## src/design/bcv_pkg.sv

```systemverilog
`default_nettype none

package bcv_pkg;

    // serial multiplier: product width, iterated operand width, bit counter
    localparam int PROD_W = 90;
    localparam int MB_W   = 41;
    localparam int MCNT_W = 6;

    // serial divider: dividend and divisor widths, bit counter
    localparam int DIV_W  = 52;
    localparam int DVS_W  = 32;
    localparam int DCNT_W = 6;

    // configuration register indexes
    localparam logic [2:0] CFG_CONSTANT_COEF  = 3'd0;
    localparam logic [2:0] CFG_LINEAR_COEF    = 3'd1;
    localparam logic [2:0] CFG_CAPACITY       = 3'd2;
    localparam logic [2:0] CFG_RESISTANCE     = 3'd3;
    localparam logic [2:0] CFG_SMOOTHING_GAIN = 3'd4;
    localparam logic [2:0] CFG_STEP_HOURS     = 3'd5;
    localparam logic [2:0] CFG_CHARGE_RATE    = 3'd6;

    // input actions
    localparam logic ACT_TICK = 1'b0;
    localparam logic ACT_LOAD = 1'b1;

    typedef enum logic [3:0] {
        ST_IDLE,
        ST_DIV_CUR,
        ST_MUL_SMOOTH,
        ST_MUL_STEP,
        ST_DIV_RATIO,
        ST_MUL_LIN,
        ST_MUL_RES,
        ST_MUL_SCALE,
        ST_MUL_ENERGY,
        ST_OUT
    } bcv_state_t;

    typedef struct packed {
        logic                     start;
        logic signed [PROD_W-1:0] a;
        logic [MB_W-1:0]          b;
        logic [MCNT_W-1:0]        n;
    } mul_req_t;

    typedef struct packed {
        logic              start;
        logic [DIV_W-1:0]  dividend;
        logic [DVS_W-1:0]  divisor;
    } div_req_t;

endpackage

`default_nettype wire

```

## src/design/bcv_serial_div.sv

```systemverilog
`default_nettype none

module bcv_serial_div
    import bcv_pkg::*;
(
    input  wire logic              aclk,
    input  wire logic              aresetn,
    input  wire div_req_t          req,
    output logic                   busy,
    output logic                   done,
    output logic [DIV_W-1:0]       quotient
);

    logic               busy_reg, busy_next;
    logic               done_reg, done_next;
    logic [DVS_W-1:0]   rem_reg;
    logic [DIV_W-1:0]   quo_reg;
    logic [DVS_W-1:0]   d_reg;
    logic [DCNT_W-1:0]  cnt_reg;
    logic               last;
    logic [DVS_W:0]     trial;
    logic               fits;

    // restoring step: one quotient bit per cycle
    assign last  = (cnt_reg == DCNT_W'(DIV_W - 1));
    assign trial = {rem_reg, quo_reg[DIV_W-1]};
    assign fits  = (trial >= {1'b0, d_reg});

    // control
    always_comb begin
        busy_next = busy_reg;
        done_next = 1'b0;
        if (req.start) begin
            busy_next = 1'b1;
        end else if (busy_reg && last) begin
            busy_next = 1'b0;
            done_next = 1'b1;
        end
    end

    always_ff @(posedge aclk) begin
        if (!aresetn) begin
            busy_reg <= 1'b0;
            done_reg <= 1'b0;
        end else begin
            busy_reg <= busy_next;
            done_reg <= done_next;
        end
    end

    // dividend shifts out of the top while quotient bits enter at the bottom
    always_ff @(posedge aclk) begin
        if (req.start) begin
            rem_reg <= '0;
            quo_reg <= req.dividend;
            d_reg   <= req.divisor;
            cnt_reg <= '0;
        end else if (busy_reg) begin
            rem_reg <= fits ? DVS_W'(trial - {1'b0, d_reg}) : trial[DVS_W-1:0];
            quo_reg <= {quo_reg[DIV_W-2:0], fits};
            cnt_reg <= cnt_reg + DCNT_W'(1);
        end
    end

    assign busy     = busy_reg;
    assign done     = done_reg;
    assign quotient = quo_reg;

endmodule

`default_nettype wire

```

## config.mk

```make
export PLATFORM = sky130hd
export DESIGN_NAME = bcv_serial_div
export DESIGN_NICKNAME = d
export VERILOG_FILES = /design/src/design/bcv_pkg.sv /design/src/design/bcv_serial_div.sv
export SDC_FILE = /design/constraint.sdc
export NUM_CORES = 1
export LEC_CHECK = 0
export BUFFER_PORTS_ARGS = -buffer_cell sky130_fd_sc_hd__buf_2
export CAP_MARGIN = 0
export CORE_ASPECT_RATIO = 0.5
export CORE_MARGIN = 2
export CORE_UTILIZATION = 57
export CTS_BUF_LIST = sky130_fd_sc_hd__clkbuf_4
export DETAILED_ROUTE_END_ITERATION = 8
export PLACE_DENSITY = 0.83
export SYNTH_ARGS = -nofsm -noshare
export SYNTH_HDL_FRONTEND = slang
export SYNTH_SLANG_ARGS = --single-unit
```

## constraint.sdc

```tcl
create_clock -name aclk -period 6.7 [get_ports aclk]
set_input_delay 0 -clock aclk [delete_from_list [all_inputs] [get_ports aclk]]
set_output_delay 0 -clock aclk [all_outputs]
set_load 0.02 [all_outputs]
```

# Word-level counts from Yosys, hierarchy flattened
# Index checks and enable logic that the tools add are counted.
# Widths: inputs -> output; s select.
[word_totals]
in_bits = 87
register_bits = 124
out_inout_bits = 54
[classes]
bitwise_logic = 1
eq_ne = 1
reduce_logical = 4
add_sub_neg = 2
muxes = 6
magnitude_cmp = 1
[op_table]
columns = ["operator", "n"]
rows = [
  ["$mux 52", 2],
  ["$ge 33x32->1", 1],
  ["$mux 32", 1],
  ["$sub 32x32->32", 1],
  ["$add 6x1->6 const B", 1],
  ["$eq 6x6->1 const B", 1],
  ["$reduce_bool 2->1", 2],
  ["$mux 1", 3],
  ["$reduce_or 2->1", 1],
  ["$logic_and 1x1->1", 1],
  ["$not 1->1", 1],
]

# Logic depth before layout (Yosys ltp)
[logic_depth]
ltp_word = 4
depth_mapped = 13
mapped_depth_nobuf = 12

# Least setup slack after synthesis
# OpenSTA, ideal clock, no wires.
[synth_timing]
path_type = "register to register"
from = "register quo_reg[51], in the netlist quotient[51]"
to = "register rem_reg[3]"
path_buffers = 1
setup_slack_ns = 3.878
setup_time_ns = 0.091
required_time_ns = 6.609
arrival_ns = 2.731
period_less_slack_ns = 2.822
path_stages_with_launch = 13
path_cell_list = "edfxtp_1 -> inv_1 -> ha_1 -> nand2b_1 -> a21oi_1 -> or4_1 -> nand2_1 -> o21ai_1 -> a21oi_2 -> o21ba_1 -> buf_6 -> or4_1 -> a311oi_1"
[synth_via]
elab_chain_len = 2
word_cells_on_any_way = 3
classes_between = "add/sub: 1; order compare: 1; mux: 1"
[synth_rtl]
columns = ["item", "line_no", "text"]
rows = [
  ["from (decl)", "bcv_serial_div.sv:17", "logic [DIV_W-1:0] quo_reg;"],
  ["from (signal assigned)", "bcv_serial_div.sv:55", "quo_reg <= req.dividend;"],
  ["from (signal assigned)", "bcv_serial_div.sv:60", "quo_reg <= {quo_reg[DIV_W-2:0], fits};"],
  ["$sub 32x32->32 or $ge 33x32->1 (tied branches)", "bcv_serial_div.sv:59, bcv_serial_div.sv:27", ""],
  ["$mux 32 *", "bcv_serial_div.sv:59", "rem_reg <= fits ? DVS_W'(trial - {1'b0, d_reg}) : trial[DVS_W-1:0];"],
  ["to (signal assigned)", "bcv_serial_div.sv:59", ""],
  ["to (decl)", "bcv_serial_div.sv:16", "logic [DVS_W-1:0] rem_reg;"],
]
# Mark *: on every way between the ends. The rest lies on a longest branch, timed or not.
# A chain may end at the register's enable or synchronous reset.

# Worst setup path in the final report
[layout_timing]
from = "register quo_reg[51], in the netlist quotient[51]"
to = "register rem_reg[27]"
# Same word-level chain as after synthesis.

==> flow_summary_export.csv <==
group,metric,value,unit
outcome,outcome,"complete, no violations",
route,drt_iter0_drc,501,
clock_network,ctsHoldBuffers,86,
clock_network,htreeDepth,4,
setup_path,ff2ff_setup_slack,2.89,ns
finish,synthToLayoutAreaGrowth,28.4,%
min_path,hp-start,"req[4]",
logic_synthesis,synth_edf_count,84,
finish,nets,979,
sta,worstMarginPinSlew,1.15,ns
sta,min_period_over_period,0.568,
finish,n_antenna_cell,0,
placement,placed_cell_area,7600,sq um
finish,finalInstanceArea,8730,sq um
die,ioPinCount,141,
route,via_per_inst,5.78,
logic_synthesis,ys_warn_count,0,
setup_path,cp_slowest_cell,"o21bai_1",
route,vias,5986,
route,wl_per_cell,17.3,um
min_path,hp-class,"in -> reg",
logic_synthesis,syn_inst,641,
sta,fmax,0.263,GHz
power,p_per_area,211,nW/um^2
power,leakagePower,3.65,nW
setup_path,cp_common_cell,"a21oi_1",
route,wirelength,17900,um
setup_path,crit_buf_inv,2,
route,post-route-drc-count,0,
clock_network,clk_latency,0.56,ns
logic_synthesis,synthesis.area,6800,sq um
logic_synthesis,synth_top_area_frac,0.371,
setup_path,path_cells,"inv_1, ha_1, nand2b_1, a21oi_1, or4_1, nand2_1, o21ai_1, a21oi_2, o21bai_1, buf_4, a21oi_1, a311o_1",
job,maxCapViolations,0,
die,core,11700,sq um
logic_synthesis,synth_cell_type_count,63,
global_route,grt_antenna_before_repair,0,
die,fp.dieW,158,um
finish,post_route_cells_drive_above_1_share,0.276,
sta,drv_slew,0,
route,dr.pass1.iters,5,
setup_path,start_kind,"flop",
min_path,hold_end,"d_reg[4]$_DFFE_PP_",
sta,slew_headroom,0.230,
sta,whs,0.147,ns
placement,globalplace.congestion,0.918,
clock_network,tritoncts,"built",
clock_network,root_buffer,"clkbuf_4",
route,detail-route-antenna-nets,0,
placement,io_buffers,140,
logic_synthesis,synthTopCellsByCount,"edfxtp_1, mux2_2, nand2_1, a21oi_1, nor2_1",
setup_path,path_depth,12,
global_route,grt_pass1_vias,5808,
die,rows,28,
logic_synthesis,syn_area_per_cell,10.6,sq um
global_route,grt_max_degree,74,
setup_path,arrival,4.25,ns
sta,fin_crit,3.81,ns
sta,skew,0.0270,ns
setup_path,cp_top_family,"compound AO/OA/AOI/OAI gates",
logic_synthesis,yosys_most_used_dff,"edfxtp_1",
setup_path,rr_worst_depth,12,
power,ir_drop,0.113,mV
logic_synthesis,synthTopCellsByArea,"edfxtp_1, dfxtp_1, mux2_2",
global_route,grt-ovfl-total,0,
setup_path,critPathCaptureType,"flop",
logic_synthesis,synth_top_area_cell,"edfxtp_1",
clock_network,cts.clk_slew.worst_paths,0.12,ns
logic_synthesis,synth_fp_nets,762,
sta,rsz0062_at_grt,"no",
die,die-area,12900,sq um
setup_path,r2r-start,"quotient[51]$_DFFE_PP_",
sta,final_hold_viol_count,0,
setup_path,cp_max_fo,15,
finish,largest_register_ffs,52,
clock_network,clock_sinks,124,
sta,setup_tns,0,ns
setup_path,r2r-end,"rem_reg[27]$_SDFFE_PP0P_",
placement,dp.cells,918,
setup_path,cp.required,7.15,ns
setup_path,critical_path_class,"reg -> reg",
placement,dp_hpwl,11100,um
setup_path,max_stage_delay,0.93,ns
logic_synthesis,ys_ff_latch,124,
clock_network,cts-resized-gates,0,
finish,layout.cells.non_filler,1036,
logic_synthesis,seq_area_frac_synth,0.489,
die,dieHeight,81.2,um
logic_synthesis,synthArstFlopShare,0,
min_path,hold_path_depth,2,
die,initial_utilization,0.579,
logic_synthesis,yosysMostFrequentCell,"edfxtp_1",
global_route,grt_pass1_wl,28300,um
clock_network,cts-buffers-inserted,17,
global_route,gr-usage-all-layers,0.286,
sta,finalSetupViolations,0,
clock_network,post-cts-setup-buffers,0,
clock_network,clockBufferDepth,2,
-- worst max path at each step --
stage | start | endpoint | slack, ns
floorplan | quotient[51]$_DFFE_PP_ | rem_reg[3]$_SDFFE_PP0P_ | 3.88
global placement | quotient[51]$_DFFE_PP_ | rem_reg[27]$_SDFFE_PP0P_ | 3.16
detailed placement | quotient[51]$_DFFE_PP_ | rem_reg[27]$_SDFFE_PP0P_ | 3.02
CTS | quotient[51]$_DFFE_PP_ | rem_reg[27]$_SDFFE_PP0P_ | 2.99
global route | quotient[51]$_DFFE_PP_ | rem_reg[27]$_SDFFE_PP0P_ | 2.57
finish | quotient[51]$_DFFE_PP_ | rem_reg[27]$_SDFFE_PP0P_ | 2.89
-- cells by family after synthesis --
kind of cell / share of synthesized area
simple gates: 0.119
flops: 0.489
mux: 0.0859
buf+inv: 0.0434
compound gates: 0.162
fa+ha+maj: 0.0637
xor+xnor: 0.0374
-- layout by cell type, fill, tap and decap left out, types with 12 or more instances in the layout --
cell,n
buf_2,139
dlygate4sd3_1,86
edfxtp_1,84
mux2_2,51
nand2_1,47
a21oi_1,44
nor2_1,41
dfxtp_1,40
inv_1,38
ha_1,33
o21ai_0,28
nand3_1,17
clkbuf_4,17
xnor2_1,16
nand4_1,15
nor3_1,14
xor2_1,13
a311oi_1,12
-- where the power goes --
group	switching [mW]	total, mW	leakage [nW]	internal [mW]
combinational	0.230	0.408	2.34	0.178
sequential	0.0309	0.918	1.16	0.887
clock	0.325	0.515	0.149	0.190
total	0.586	1.84	3.65	1.25
-- routing by layer --
layer,share of wire,wire (um),global-route usage,vias to the layer above
li1,-,-,-,2822
met2,0.47,8450,0.476,276
met1,0.42,7510,0.368,2839
met3,0.083,1480,0.0710,49
met5,0,0,0,-
met4,0.025,443,0.109,0
-- through the flow --
stage	setup slack [ns]	total power [mW]	util
4_1_cts	2.99	1.83	0.744
2_1_floorplan	3.88	1.18	-
5_1_grt	2.57	1.92	0.744
3_5_place_dp	3.02	1.29	0.648
3_3_place_gp	3.16	1.28	0.648
6_report	2.89	1.84	0.744
-- area by class of cell --
class	count	area, sq um
sequential	124	3320
multi-input combinational	444	3180
fill	804	3010
timing repair buffer	231	1600
tap	165	206
inverter	40	150
clock inverter	15	139
clock buffer	17	128
Note: power is estimated with default switching activity, not from simulation.
